File: config.mk
export PLATFORM = sky130hd
export DESIGN_NAME = record_marking_deframer_flat
export DESIGN_NICKNAME = d
export VERILOG_FILES = /design/src/rtl/core/rmd_pkg.sv /design/src/rtl/core/rmd_in_if.sv /design/src/rtl/core/rmd_out_if.sv /design/src/rtl/core/rmd_step.sv /design/src/rtl/core/rmd_out_reg.sv /design/src/rtl/core/record_marking_deframer.sv /design/src/flat_wrapper.sv
export SDC_FILE = /design/constraint.sdc
export NUM_CORES = 1
export LEC_CHECK = 0
export BUFFER_PORTS_ARGS = -buffer_cell sky130_fd_sc_hd__buf_2
export CAP_MARGIN = 20
export CORE_ASPECT_RATIO = 1.1
export CORE_MARGIN = 4
export CORE_UTILIZATION = 45
export DETAILED_ROUTE_END_ITERATION = 10
export PLACE_DENSITY = 0.72
export SYNTH_ARGS = -nofsm -noshare
export SYNTH_HDL_FRONTEND = slang
export SYNTH_SLANG_ARGS = --single-unit
export TNS_END_PERCENT = 30
File: constraint.sdc
create_clock -name clk -period 2.13 [get_ports clk]
set_input_delay 0.1065 -clock clk [delete_from_list [all_inputs] [get_ports clk]]
set_output_delay 0.1065 -clock clk [all_outputs]
set_load 0.005 [all_outputs]
File: src/rtl/core/rmd_pkg.sv
package rmd_pkg;

  localparam int unsigned LenWidth = 31;
  localparam int unsigned ShiftWidth = 24;

  localparam logic [1:0] KIND_PAYLOAD = 2'd0;
  localparam logic [1:0] KIND_EMPTY_END = 2'd1;
  localparam logic [1:0] KIND_TRAILING = 2'd2;

  localparam logic ACT_BYTE = 1'b0;
  localparam logic ACT_RESTART = 1'b1;

  localparam logic [1:0] HDR_LAST_COUNT = 2'd3;

  typedef enum logic [1:0] {
    PH_HEADER  = 2'd0,
    PH_PAYLOAD = 2'd1,
    PH_DONE    = 2'd2
  } phase_t;

  typedef struct packed {
    logic       valid;
    logic [1:0] out_kind;
    logic [7:0] out_byte;
    logic       fragment_end;
    logic       record_end;
  } result_t;

endpackage

File: src/rtl/core/rmd_in_if.sv
interface rmd_in_if;
  logic       valid;
  logic       ready;
  logic       action;
  logic [7:0] in_byte;

  modport source (output valid, output action, output in_byte, input ready);
  modport sink (input valid, input action, input in_byte, output ready);
endinterface

File: src/rtl/core/rmd_out_if.sv
interface rmd_out_if;
  logic       valid;
  logic       ready;
  logic [1:0] out_kind;
  logic [7:0] out_byte;
  logic       fragment_end;
  logic       record_end;

  modport source (output valid, output out_kind, output out_byte,
                  output fragment_end, output record_end, input ready);
  modport sink (input valid, input out_kind, input out_byte,
                input fragment_end, input record_end, output ready);
endinterface

File: src/rtl/core/rmd_step.sv
module rmd_step
  import rmd_pkg::*;
(
  input  logic       clk,
  input  logic       rst,
  input  logic       accept,
  input  logic       action,
  input  logic [7:0] in_byte,
  output result_t    res
);

  phase_t                phase, phase_next;
  logic [1:0]            header_count, header_count_next;
  logic [ShiftWidth-1:0] header_shift, header_shift_next;
  logic                  last_frag_flag, last_frag_flag_next;
  logic [LenWidth-1:0]   payload_left, payload_left_next;

  logic [LenWidth-1:0]   hdr_len;
  logic                  hdr_last;
  logic                  hdr_done;
  logic                  pay_last;

  assign hdr_len  = {header_shift[ShiftWidth-2:0], in_byte};
  assign hdr_last = header_shift[ShiftWidth-1];
  assign hdr_done = (header_count == HDR_LAST_COUNT);
  assign pay_last = (payload_left == LenWidth'(1));

  always_comb begin
    phase_next = phase;
    unique case (phase)
      PH_HEADER: begin
        if (action == ACT_BYTE && hdr_done) begin
          if (hdr_len == '0) begin
            phase_next = hdr_last ? PH_DONE : PH_HEADER;
          end else begin
            phase_next = PH_PAYLOAD;
          end
        end
      end
      PH_PAYLOAD: begin
        if (action == ACT_BYTE && pay_last) begin
          phase_next = last_frag_flag ? PH_DONE : PH_HEADER;
        end
      end
      PH_DONE: begin
        if (action == ACT_RESTART) begin
          phase_next = PH_HEADER;
        end
      end
      default: phase_next = PH_HEADER;
    endcase
  end

  always_comb begin
    header_count_next   = header_count;
    header_shift_next   = header_shift;
    last_frag_flag_next = last_frag_flag;
    payload_left_next   = payload_left;
    res                 = '0;
    res.out_byte        = in_byte;
    unique case (phase)
      PH_HEADER: begin
        if (action == ACT_BYTE) begin
          if (!hdr_done) begin
            header_shift_next = {header_shift[ShiftWidth-9:0], in_byte};
            header_count_next = header_count + 2'd1;
          end else begin
            header_count_next = '0;
            header_shift_next = '0;
            if (hdr_len == '0) begin
              last_frag_flag_next = 1'b0;
              payload_left_next   = '0;
              if (hdr_last) begin
                res.valid        = 1'b1;
                res.out_kind     = KIND_EMPTY_END;
                res.out_byte     = '0;
                res.fragment_end = 1'b1;
                res.record_end   = 1'b1;
              end
            end else begin
              last_frag_flag_next = hdr_last;
              payload_left_next   = hdr_len;
            end
          end
        end
      end
      PH_PAYLOAD: begin
        if (action == ACT_BYTE) begin
          res.valid         = 1'b1;
          res.out_kind      = KIND_PAYLOAD;
          payload_left_next = payload_left - LenWidth'(1);
          if (pay_last) begin
            res.fragment_end    = 1'b1;
            res.record_end      = last_frag_flag;
            last_frag_flag_next = 1'b0;
          end
        end
      end
      PH_DONE: begin
        if (action == ACT_BYTE) begin
          res.valid    = 1'b1;
          res.out_kind = KIND_TRAILING;
        end else begin
          header_count_next   = '0;
          header_shift_next   = '0;
          last_frag_flag_next = 1'b0;
          payload_left_next   = '0;
        end
      end
      default: res.valid = 1'b0;
    endcase
  end

  always_ff @(posedge clk) begin
    if (rst) begin
      phase          <= PH_HEADER;
      header_count   <= '0;
      header_shift   <= '0;
      last_frag_flag <= 1'b0;
      payload_left   <= '0;
    end else if (accept) begin
      phase          <= phase_next;
      header_count   <= header_count_next;
      header_shift   <= header_shift_next;
      last_frag_flag <= last_frag_flag_next;
      payload_left   <= payload_left_next;
    end
  end

endmodule

File: src/rtl/core/rmd_out_reg.sv
module rmd_out_reg
  import rmd_pkg::*;
(
  input  logic         clk,
  input  logic         rst,
  input  logic         load,
  input  result_t      res,
  output logic         free,
  rmd_out_if.source    result
);

  logic       valid;
  logic [1:0] out_kind;
  logic [7:0] out_byte;
  logic       fragment_end;
  logic       record_end;

  assign free = !valid || result.ready;

  always_ff @(posedge clk) begin
    if (rst) begin
      valid <= 1'b0;
    end else if (load && res.valid) begin
      valid <= 1'b1;
    end else if (result.ready) begin
      valid <= 1'b0;
    end
  end

  always_ff @(posedge clk) begin
    if (load && res.valid) begin
      out_kind     <= res.out_kind;
      out_byte     <= res.out_byte;
      fragment_end <= res.fragment_end;
      record_end   <= res.record_end;
    end
  end

  assign result.valid        = valid;
  assign result.out_kind     = out_kind;
  assign result.out_byte     = out_byte;
  assign result.fragment_end = fragment_end;
  assign result.record_end   = record_end;

endmodule

File: src/rtl/core/record_marking_deframer.sv
// An accepted word's result, if any, is registered before it reaches the output.
// Throughput: one word per cycle while the result register is free; it frees
// itself in the same cycle the sink takes its word, so input ready follows
// output ready. Reset (rst, synchronous, active high): header phase, counters and
// length cleared, result register empty.
module record_marking_deframer
  import rmd_pkg::*;
(
  input  logic       clk,
  input  logic       rst,
  rmd_in_if.sink     stream,
  rmd_out_if.source  result
);

  result_t res;
  logic    free;
  logic    accept;

  assign stream.ready = free;
  assign accept       = stream.valid && free;

  rmd_step u_step (
    .clk     (clk),
    .rst     (rst),
    .accept  (accept),
    .action  (stream.action),
    .in_byte (stream.in_byte),
    .res     (res)
  );

  rmd_out_reg u_out (
    .clk    (clk),
    .rst    (rst),
    .load   (accept),
    .res    (res),
    .free   (free),
    .result (result)
  );

endmodule

File: src/flat_wrapper.sv
// flat-port wrapper written by rule: the top's interface ports become plain ports
module record_marking_deframer_flat import rmd_pkg::*;
  (clk, rst, stream_valid, stream_action, stream_in_byte, stream_ready, result_valid, result_out_kind, result_out_byte, result_fragment_end, result_record_end, result_ready);
  rmd_in_if stream_i ();
  rmd_out_if result_i ();
  input  logic clk;
  input  logic rst;
  input wire logic [$bits(stream_i.valid)-1:0] stream_valid;
  input wire logic [$bits(stream_i.action)-1:0] stream_action;
  input wire logic [$bits(stream_i.in_byte)-1:0] stream_in_byte;
  output wire logic [$bits(stream_i.ready)-1:0] stream_ready;
  output wire logic [$bits(result_i.valid)-1:0] result_valid;
  output wire logic [$bits(result_i.out_kind)-1:0] result_out_kind;
  output wire logic [$bits(result_i.out_byte)-1:0] result_out_byte;
  output wire logic [$bits(result_i.fragment_end)-1:0] result_fragment_end;
  output wire logic [$bits(result_i.record_end)-1:0] result_record_end;
  input wire logic [$bits(result_i.ready)-1:0] result_ready;
  assign stream_i.valid = stream_valid;
  assign stream_i.action = stream_action;
  assign stream_i.in_byte = stream_in_byte;
  assign stream_ready = stream_i.ready;
  assign result_valid = result_i.valid;
  assign result_out_kind = result_i.out_kind;
  assign result_out_byte = result_i.out_byte;
  assign result_fragment_end = result_i.fragment_end;
  assign result_record_end = result_i.record_end;
  assign result_i.ready = result_ready;
  record_marking_deframer u_core (.clk(clk), .rst(rst), .stream(stream_i), .result(result_i));
endmodule
==> impl_metrics.env, run 1 <==
export IMPL_status="complete, but fails checks"
export IMPL_die_area_um2=9970
export IMPL_critPathRequiredTime_ns=2.39
export IMPL_fin_crit_sh=1.06
export IMPL_yosys_warnings=0
export IMPL_finalHoldViolCount=0
export IMPL_grt_start_max_net_pins=33
export IMPL_drv_slew=0
export IMPL_cts_root_buf="clkbuf_8"
export IMPL_p_per_area_nw_per_um2=905
export IMPL_drv_cap=0
export IMPL_dr_total_vias=4031
export IMPL_p_leak_nw=1.88
export IMPL_worst_ep_arrival_time_ns=2.51
export IMPL_first_global_vias=3817
export IMPL_hpwl_um=8190
export IMPL_critPathKind="flip-flop to flip-flop"
export IMPL_cts_buffers=9
export IMPL_clockBufferDepth=2
export IMPL_most_common_layout_cells="buf_4, dfxtp_1, a21oi_1"
export IMPL_die_h_um=104
export IMPL_h_tree_depth=3
export IMPL_peakVddDrop_mv=0.622
export IMPL_layout_nets=564
export IMPL_gp_congestion=0.892
export IMPL_cts_tree="built"
export IMPL_die_x_um=95.6
export IMPL_port_buffers=26
export IMPL_fill_cells=684
export IMPL_row_count=34
export IMPL_worstSetupEndpointType="flip-flop"
export IMPL_critPathSlowestCell="or4_4"
export IMPL_first_pass_iters=5
export IMPL_rsz0062_at_grt="yes"
export IMPL_async_reset_ff_frac=0
export IMPL_crit_path_cell_trace="or4_4 -> or4_4 -> buf_6 -> nor3_2 -> a221oi_2 -> a211oi_1"
export IMPL_final_antenna_net_count=0
export IMPL_drive_gt1_frac=0.281
export IMPL_insertion_delay_ns=0.36
export IMPL_grt_overflow=0
export IMPL_synth_avg_cell_area_um2=8.04
export IMPL_layout_commonest_cell="buf_4"
export IMPL_synth_cell_types=51
export IMPL_synthCells=472
export IMPL_num_antenna_cells=0
export IMPL_worst_pin_slew_ns=0.516
export IMPL_cts_sinks=73
export IMPL_final_setup_viol_count=3
export IMPL_core_um2=8080
export IMPL_grt_use_total=0.239
export IMPL_finalCriticalPeriod_ns=2.26
export IMPL_cp_top_family="simple AND/OR/NAND/NOR gates"
export IMPL_yosys_most_used_dff="dfxtp_1"
export IMPL_cp_common_cell="or4_4"
export IMPL_viasPerCell=6.14
export IMPL_syn_num_nets=492
export IMPL_slew_headroom=0.656
export IMPL_areaGrowthSynthToFinish_pct=29.6
export IMPL_max_stage_delay_ns=0.54
export IMPL_grt_pass1_wl_um=18800
export IMPL_synth_seq_area_share=0.417
export IMPL_hp_class="input pin to flip-flop"
export IMPL_final_core_util=0.609
export IMPL_fin_tns_setup_ns=-0.163
export IMPL_violations="setup timing"
export IMPL_syn_area_um2=3800
export IMPL_drt_iter0_drc=527
export IMPL_drc=0
export IMPL_io_pins=27
export IMPL_cp_start_kind="flip-flop"
export IMPL_totalWireLength_um=11900
export IMPL_setup_ws_ns=-0.126
export IMPL_antenna_found_initial=0
export IMPL_path_clk_slew_ns=0.09
export IMPL_path_max_fanout=5
export IMPL_clock_fmax_mhz=443
export IMPL_ys_ff_latch=73
export IMPL_path_buf_inv=1
export IMPL_synth_edf_count=12
export IMPL_initial_core_util=0.470
export IMPL_routedWlPerCell_um=18.1
export IMPL_clock_skew_ns=0.00810
stage by stage:
step	setup WS [ns]	hold slack, ns	total power, mW	instances	area [um^2]
final	-0.126	0.0148	4.45	657	4920
after global routing	-0.151	0.00425	4.67	657	4920
after CTS	-0.00920	0.00911	4.33	655	4770
after floorplan	-0.0927	0.240	2.54	472	3840
after global placement	-0.0709	0.357	3.09	635	4480
after detailed placement	-0.0976	0.361	3.14	635	4480
power by group:
group / internal, mW / switching [mW]
sequential: 1.47 / 0.0615
clock: 0.551 / 0.579
combinational: 0.786 / 0.998
worst reg2reg max path, stage by stage, from the launching register on:
cell	delay, ns
dfxtp_2	0.33
or4_4	0.53
or4_4	0.54
buf_6	0.17
nor3_2	0.21
a221oi_2	0.09
a211oi_1	0.29
metal layers:
layer  global-route usage  vias up  wire length, um
met2                0.374      177             5800
met5                    0        -                0
met4               0.0833        0              229
li1                     -     1906                -
met3               0.0615       23              901
met1                0.318     1925             4990
final cells by class:
type	instances	area, um^2	share of cell area
tap	108	135	0.0275
inverter	13	53.8	0.0109
multi-input combinational	345	2200	0.448
sequential	73	1580	0.322
clock buffer	9	124	0.0252
clock inverter	7	77.6	0.0158
timing repair buffer	102	741	0.151
what timing repair did:
action / in CTS / in global routing
endpoints found under the hold margin: 5 / 0
pin swaps: 5 / 12
resized for setup: 12 / 34
hold buffers: 5 / 0
setup endpoints to repair: 13 / 40
buffers inserted: 0 / 2
cells by family (layout without fill, tap and decap cells):
| family | after synthesis | after routing | synth area share |
|---|---|---|---|
| flip-flops | 73 | 73 | 0.417 |
| buffers and inverters | 54 | 131 | 0.0537 |
| multiplexers | 2 | 2 | 0.00527 |
| adder cells (fa/ha/maj) | 7 | 7 | 0.0231 |
| AND/OR/NAND/NOR | 199 | 199 | 0.276 |
| XOR/XNOR | 1 | 1 | 0.00231 |
| AO/OA/AOI/OAI | 136 | 136 | 0.223 |
Yosys cell counts, types with 5 or more instances:
library cell	number	area share
a221oi_1	7	0.016
ha_1	7	0.023
or4_1	9	0.018
inv_1	13	0.013
nor2_1	35	0.035
clkbuf_1	40	0.040
a211oi_1	13	0.026
edfxtp_1	12	0.095
dfxtp_1	61	0.32
nand3_1	34	0.045
nor4_1	16	0.026
or3_1	7	0.012
o21ai_0	24	0.032
nand2_1	44	0.044
o22ai_1	8	0.013
nand4_1	5	0.0082
a31oi_1	8	0.013
a21oi_1	53	0.070
nor3_1	15	0.020
nor2b_1	8	0.013
flip-flops by register name, indices dropped and copies added (netlist names):
signal	flops
u_core.u_out.result.out_kind	2
u_core.u_step.payload_left	31
u_core.u_out.result.record_end	1
u_core.u_step.last_frag_flag	1
u_core.u_step.header_shift	24
u_core.u_step.header_count	2
u_core.u_out.result.out_byte	8
u_core.u_step.phase	2
u_core.u_out.result.fragment_end	1
u_core.u_out.result.valid	1
final timing paths:
path | start | end | slack, ns | cells after the start
min reg2reg | u_core.u_step.header_shift[16] | u_core.u_step.header_shift[16] | 0.47 | 2
min | stream_in_byte[6] | u_core.u_out.result.out_byte[6] | 0.01 | 1
max reg2reg | u_core.u_step.payload_left[1] | u_core.u_step.payload_left[25] | -0.13 | 6
max | u_core.u_step.payload_left[1] | u_core.u_step.payload_left[25] | -0.13 | 6
(Power assumes the default switching activity.)
==> run 2, diff against run 1 <==
--- a/config.mk
+++ b/config.mk
@@ -7,10 +7,11 @@
 export LEC_CHECK = 0
 export BUFFER_PORTS_ARGS = -buffer_cell sky130_fd_sc_hd__buf_2
 export CAP_MARGIN = 20
-export CORE_ASPECT_RATIO = 1.1
+export CORE_ASPECT_RATIO = 1.5
 export CORE_MARGIN = 4
 export CORE_UTILIZATION = 45
 export DETAILED_ROUTE_END_ITERATION = 10
+export GPL_TIMING_DRIVEN = 0
 export PLACE_DENSITY = 0.72
 export SYNTH_ARGS = -nofsm -noshare
 export SYNTH_HDL_FRONTEND = slang
==> run 2 against run 1 <==
Effect of this change: the run still ends with setup timing left; worst setup slack worse by 0.054 ns; power up 12%; register-to-register slack worse by 0.05 ns; core utilization down 0.34 points; sequential cell count unchanged; clock power up 43%; sequential share of layout area up 0.29 points; sequential power about the same; critical path type unchanged; largest cell class unchanged; largest power group unchanged.
==> impl_metrics.env, run 2 (same netlist as run 1, synthesis figures left out) <==
export IMPL_core_um2=8110
export IMPL_peakVddDrop_mv=0.693
export IMPL_insertion_delay_ns=0.34
export IMPL_drc=0
export IMPL_rr_worst_depth=5
export IMPL_clock_fmax_mhz=433
export IMPL_row_count=40
export IMPL_final_area_um2=4910
export IMPL_fin_crit_sh=1.08
export IMPL_viasPerCell=6.53
export IMPL_use_met3=0.0457
export IMPL_worst_ep_arrival_time_ns=2.58
export IMPL_h_tree_depth=3
export IMPL_worst_pin_slew_ns=0.624
export IMPL_place_area_um2=4100
export IMPL_p_leak_nw=1.78
export IMPL_hold_path_end="u_core.u_step.payload_left[5]"
export IMPL_largest_reg_flops=31
export IMPL_finalHoldViolCount=0
export IMPL_p_per_area_nw_per_um2=1020
export IMPL_num_antenna_cells=0
export IMPL_hold_buffers=0
export IMPL_reg2reg_to="u_core.u_step.phase[0]"
export IMPL_cts_tree="built"
export IMPL_first_global_vias=3884
export IMPL_max_stage_delay_ns=0.53
export IMPL_grt_use_total=0.254
export IMPL_layout_commonest_cell="dfxtp_1"
export IMPL_grt_start_max_net_pins=14
export IMPL_crit_path_cell_trace="or4_4 -> or3_4 -> o41a_1 -> or3_1 -> a21oi_2"
export IMPL_holdWs_ns=0.0792
export IMPL_clock_skew_ns=0.00747
export IMPL_first_pass_iters=5
export IMPL_reg2reg_setup_slack_ns=-0.18
export IMPL_hold_start="stream_in_byte[5]"
export IMPL_final_antenna_net_count=0
export IMPL_layout_nets=546
export IMPL_drive_gt1_frac=0.252
export IMPL_die_x_um=83.0
export IMPL_slew_headroom=0.584
export IMPL_reg_top3="u_core.u_step.payload_left: 31 flops, u_core.u_step.header_shift: 24 flops, u_core.u_out.result.out_byte: 8 flops"
export IMPL_areaGrowthSynthToFinish_pct=29.2
export IMPL_critPathSlowestCell="or4_4"
export IMPL_path_max_fanout=6
export IMPL_hpwl_um=8850
export IMPL_drv_slew=0
export IMPL_drv_cap=0
export IMPL_critPathRequiredTime_ns=2.40
export IMPL_die_area_um2=10000
export IMPL_whs_path_depth=3
export IMPL_status="complete, but fails checks"
export IMPL_die_h_um=120
export IMPL_grt_overflow=0
export IMPL_dr_total_vias=4154
export IMPL_finalCriticalPeriod_ns=2.31
export IMPL_grt_use_met2=0.431
export IMPL_most_common_layout_cells="dfxtp_1, a21oi_1, nand2_1"
export IMPL_grtUsageMet1=0.277
export IMPL_rsz0062_at_grt="yes"
export IMPL_gp_congestion=0.940
export IMPL_clockBufferDepth=2
export IMPL_fin_tns_setup_ns=-0.864
export IMPL_grt_pass1_wl_um=19900
export IMPL_cts_buffers=9
export IMPL_cp_start_kind="flip-flop"
export IMPL_port_buffers=26
export IMPL_hp_class="input pin to flip-flop"
export IMPL_setup_ws_ns=-0.180
export IMPL_cts_root_buf="clkbuf_16"
export IMPL_initial_core_util=0.468
export IMPL_cts_sinks=73
export IMPL_rr_startpoint="u_core.u_step.payload_left[22]"
export IMPL_top_register="u_core.u_step.payload_left"
export IMPL_totalWireLength_um=13000
export IMPL_violations="setup timing"
export IMPL_routedWlPerCell_um=20.5
export IMPL_io_pins=27
export IMPL_pre_cts_ws_ns=-0.523
export IMPL_worstSetupEndpointType="flip-flop"
export IMPL_grt_busiest_layer="met2"
export IMPL_critPathKind="flip-flop to flip-flop"
export IMPL_final_setup_viol_count=9
export IMPL_drt_iter0_drc=660
export IMPL_path_clk_slew_ns=0.06
export IMPL_antenna_found_initial=0
==> run 2: per-layer routing <==
metal,up-vias,share of wire
li1,1868,-
met1,1962,0.35
met2,249,0.50
met3,75,0.087
met4,0,0.061
met5,-,0
==> run 2: stage by stage <==
step	power (mW)	cells	util
floorplan	2.54	472	-
global placement	2.87	603	0.506
detailed placement	2.91	603	0.506
CTS	4.72	626	0.573
global route	5.19	636	0.605
finish	4.98	636	0.605
==> run 2: area by class of cell <==
cell class                 instances  area (um^2)
fill                             716         3200
timing repair buffer              47          288
buffer                            37          180
clock inverter                     7         95.1
multi-input combinational        345         2340
inverter                          13         48.8
tap                              105          131
sequential                        73         1590
clock buffer                       9          225
==> run 2: power by group <==
group / switching [mW] / total (mW) / internal [mW]
clock network: 0.597 / 1.62 / 1.02
logic: 1.04 / 1.79 / 0.748
registers: 0.0971 / 1.57 / 1.48
total: 1.73 / 4.98 / 3.25
==> run 2: timing repair <==
action                                  CTS  global route
endpoints found under the setup margin   71            66
resized for setup                        49            49
buffers inserted                         11            10
pin swaps                                13            10
==> run 2: worst max-delay path by stage <==
stage                                           endpoint                      startpoint
after floorplan           u_core.u_step.payload_left[25]   u_core.u_step.payload_left[1]
after global placement    u_core.u_step.payload_left[15]          u_core.u_step.phase[1]
after detailed placement  u_core.u_step.payload_left[15]          u_core.u_step.phase[1]
after CTS                         u_core.u_step.phase[0]  u_core.u_step.payload_left[22]
after global routing              u_core.u_step.phase[0]  u_core.u_step.payload_left[22]
final                             u_core.u_step.phase[0]  u_core.u_step.payload_left[22]
==> run 2: worst max-delay path: cells and delay by family, from the launching register on <==
family	cells	cell delay, ns
compound gates	2	0.56
simple gates	3	1.34
flops	1	0.33
==> run 3, diff against run 2 <==
--- a/config.mk
+++ b/config.mk
@@ -5,6 +5,7 @@
 export SDC_FILE = /design/constraint.sdc
 export NUM_CORES = 1
 export LEC_CHECK = 0
+export ABC_AREA = 1
 export BUFFER_PORTS_ARGS = -buffer_cell sky130_fd_sc_hd__buf_2
 export CAP_MARGIN = 20
 export CORE_ASPECT_RATIO = 1.5
==> run 3 against run 2 <==
Effect of this change: the flow now finishes without violations; final cell count up 18%; critical endpoint is now u_core.u_step.payload_left[1]; hold slack lost 0.019 ns; largest power group is now registers; core utilization decreased by 6.8 points; via count down 2.7%; critical path depth rose by 3; synthesized cell count is 27% higher.
==> impl_metrics.env, run 3 <==
export IMPL_crit_path_cell_trace="inv_1 -> ha_1 -> buf_2 -> nand2_1 -> clkbuf_4 -> nor2_1 -> a211oi_1 -> nor2_1"
export IMPL_ys_ff_latch=73
export IMPL_reg2reg_to="u_core.u_step.payload_left[1]"
export IMPL_path_max_fanout=10
export IMPL_yosysMostFrequentCell="nand2_1"
export IMPL_cts_tree="built"
export IMPL_final_antenna_net_count=0
export IMPL_grtUsageMet1=0.265
export IMPL_first_pass_iters=5
export IMPL_areaGrowthSynthToFinish_pct=14.4
export IMPL_drc=0
export IMPL_die_h_um=123
export IMPL_p_leak_nw=1.98
export IMPL_final_setup_viol_count=0
export IMPL_cts_sinks=73
export IMPL_hp_class="input pin to flip-flop"
export IMPL_setup_ws_ns=0.115
export IMPL_async_reset_ff_frac=0
export IMPL_synth_avg_cell_area_um2=6.65
export IMPL_cp_start_kind="flip-flop"
export IMPL_rsz0062_at_grt="yes"
export IMPL_path_clk_slew_ns=0.06
export IMPL_most_common_layout_cells="nand2_1, nor2_1, a21oi_1"
export IMPL_fin_crit_sh=0.946
export IMPL_reg_top3="u_core.u_step.payload_left: 31 flops, u_core.u_step.header_shift: 24 flops, u_core.u_out.result.out_byte: 8 flops"
export IMPL_largest_reg_flops=31
export IMPL_drv_slew=0
export IMPL_viasPerCell=5.39
export IMPL_row_count=41
export IMPL_grt_start_max_net_pins=14
export IMPL_whs_path_depth=4
export IMPL_syn_num_nets=621
export IMPL_place_area_um2=4260
export IMPL_p_total_mw=4.32
export IMPL_drv_cap=0
export IMPL_drt_iter0_drc=451
export IMPL_cp_common_cell="nor2_1"
export IMPL_clock_skew_ns=0.00643
export IMPL_status="finished clean"
export IMPL_worst_pin_slew_ns=0.606
export IMPL_synth_commonest_cells="nand2_1, nor2_1, a21oi_1, dfxtp_1, nand3_1"
export IMPL_rr_worst_depth=8
export IMPL_first_global_vias=3790
export IMPL_top_register="u_core.u_step.payload_left"
export IMPL_final_core_util=0.537
export IMPL_grt_busiest_layer="met2"
export IMPL_dr_total_vias=4040
export IMPL_critPathSlowestCell="dfxtp_1"
export IMPL_yosys_warnings=0
export IMPL_grt_pass1_wl_um=19100
export IMPL_syn_area_um2=4000
export IMPL_drive_gt1_frac=0.110
export IMPL_final_area_um2=4570
export IMPL_worst_ep_arrival_time_ns=2.24
export IMPL_finalHoldViolCount=0
export IMPL_h_tree_depth=3
export IMPL_worstSetupEndpointType="flip-flop"
export IMPL_routedWlPerCell_um=15.5
export IMPL_clock_fmax_mhz=496
export IMPL_synth_seq_area_share=0.396
export IMPL_layout_nets=658
export IMPL_synth_cell_types=28
export IMPL_hold_path_end="u_core.u_out.result.valid"
export IMPL_die_x_um=85.0
export IMPL_finalCriticalPeriod_ns=2.01
export IMPL_peakVddDrop_mv=0.607
export IMPL_initial_core_util=0.469
export IMPL_fill_cells=865
export IMPL_pre_cts_ws_ns=-0.0936
export IMPL_grt_use_total=0.235
export IMPL_p_per_area_nw_per_um2=944
export IMPL_critPathRequiredTime_ns=2.36
export IMPL_cts_root_buf="clkbuf_16"
export IMPL_use_met3=0.0360
export IMPL_totalWireLength_um=11700
export IMPL_critPathKind="flip-flop to flip-flop"
export IMPL_holdWs_ns=0.0604
export IMPL_layout_commonest_cell="nand2_1"
export IMPL_max_stage_delay_ns=0.37
export IMPL_num_antenna_cells=0
export IMPL_clockBufferDepth=2
export IMPL_fin_tns_setup_ns=0
export IMPL_rr_startpoint="u_core.u_step.phase[0]"
export IMPL_synth_top_area_frac=0.305
export IMPL_hold_start="result_ready"
export IMPL_synth_edf_count=12
export IMPL_core_um2=8520
export IMPL_grt_use_met2=0.427
export IMPL_die_area_um2=10500
export IMPL_ys_top_cells_by_area="dfxtp_1, nand2_1, a21oi_1"
export IMPL_hpwl_um=8860
export IMPL_insertion_delay_ns=0.34
export IMPL_port_buffers=25
export IMPL_synthCells=601
export IMPL_grt_overflow=0
export IMPL_io_pins=27
export IMPL_reg2reg_setup_slack_ns=0.12
export IMPL_hold_buffers=0
export IMPL_slew_headroom=0.596
export IMPL_gp_congestion=0.926
export IMPL_dpl_cell_count=733
export IMPL_yosys_most_used_dff="dfxtp_1"
export IMPL_stdcell_count=750
export IMPL_antenna_found_initial=0
export IMPL_cts_buffers=9
export IMPL_yosys_area_top_type="dfxtp_1"
## run 3: repair_timing
item	CTS	global route
resized for setup	1	9
setup buffers	0	1
setup endpoints to repair	4	56
pin swaps	0	1
cloned	0	0
## run 3: final cells by class
cell class              count  area [um^2]  share of cell area
flip-flops and latches     73         1580               0.346
well taps                 107          134              0.0293
multi-input cells         447         2090               0.458
clock inverters             7         47.5              0.0104
plain buffers              31          153              0.0334
repair buffers             26          145              0.0317
inverters                  50          191              0.0419
clock buffers               9          225              0.0493
## run 3: power breakdown
group	internal, mW	switching, mW
sequential	1.50	0.102
combinational	0.419	0.901
clock	0.785	0.611
## run 3: per-layer routing
layer,share of wire,up-vias
met5,0,-
met1,0.40,1846
met4,0.030,0
met3,0.042,23
met2,0.53,122
li1,-,2049
## run 3: cells by family (layout without fill, tap and decap cells)
group	after synthesis	in the layout	synth area share
buf+inv	81	123	0.0839
flops	73	73	0.396
simple gates	301	301	0.318
compound gates	139	139	0.181
fa+ha+maj	7	7	0.0219
## run 3: critical path, delay by kind of cell (launching register included)
family | cells | cell delay (ns)
adders and majority gates | 1 | 0.29
AOI/OAI and AO/OA | 1 | 0.21
buffers and inverters | 3 | 0.59
DFF | 1 | 0.37
and+or+nand+nor | 3 | 0.44
## run 3: worst max path at each step
stage	from	to	cells past startpoint
finish	u_core.u_step.phase[0]	u_core.u_step.payload_left[1]	8
global route	u_core.u_step.phase[0]	u_core.u_step.header_shift[11]	10
detailed placement	u_core.u_step.phase[0]	u_core.u_step.payload_left[0]	8
CTS	u_core.u_step.phase[0]	u_core.u_step.payload_left[19]	11
floorplan	u_core.u_step.phase[0]	u_core.u_step.payload_left[0]	8
global placement	u_core.u_step.phase[0]	u_core.u_step.payload_left[1]	8
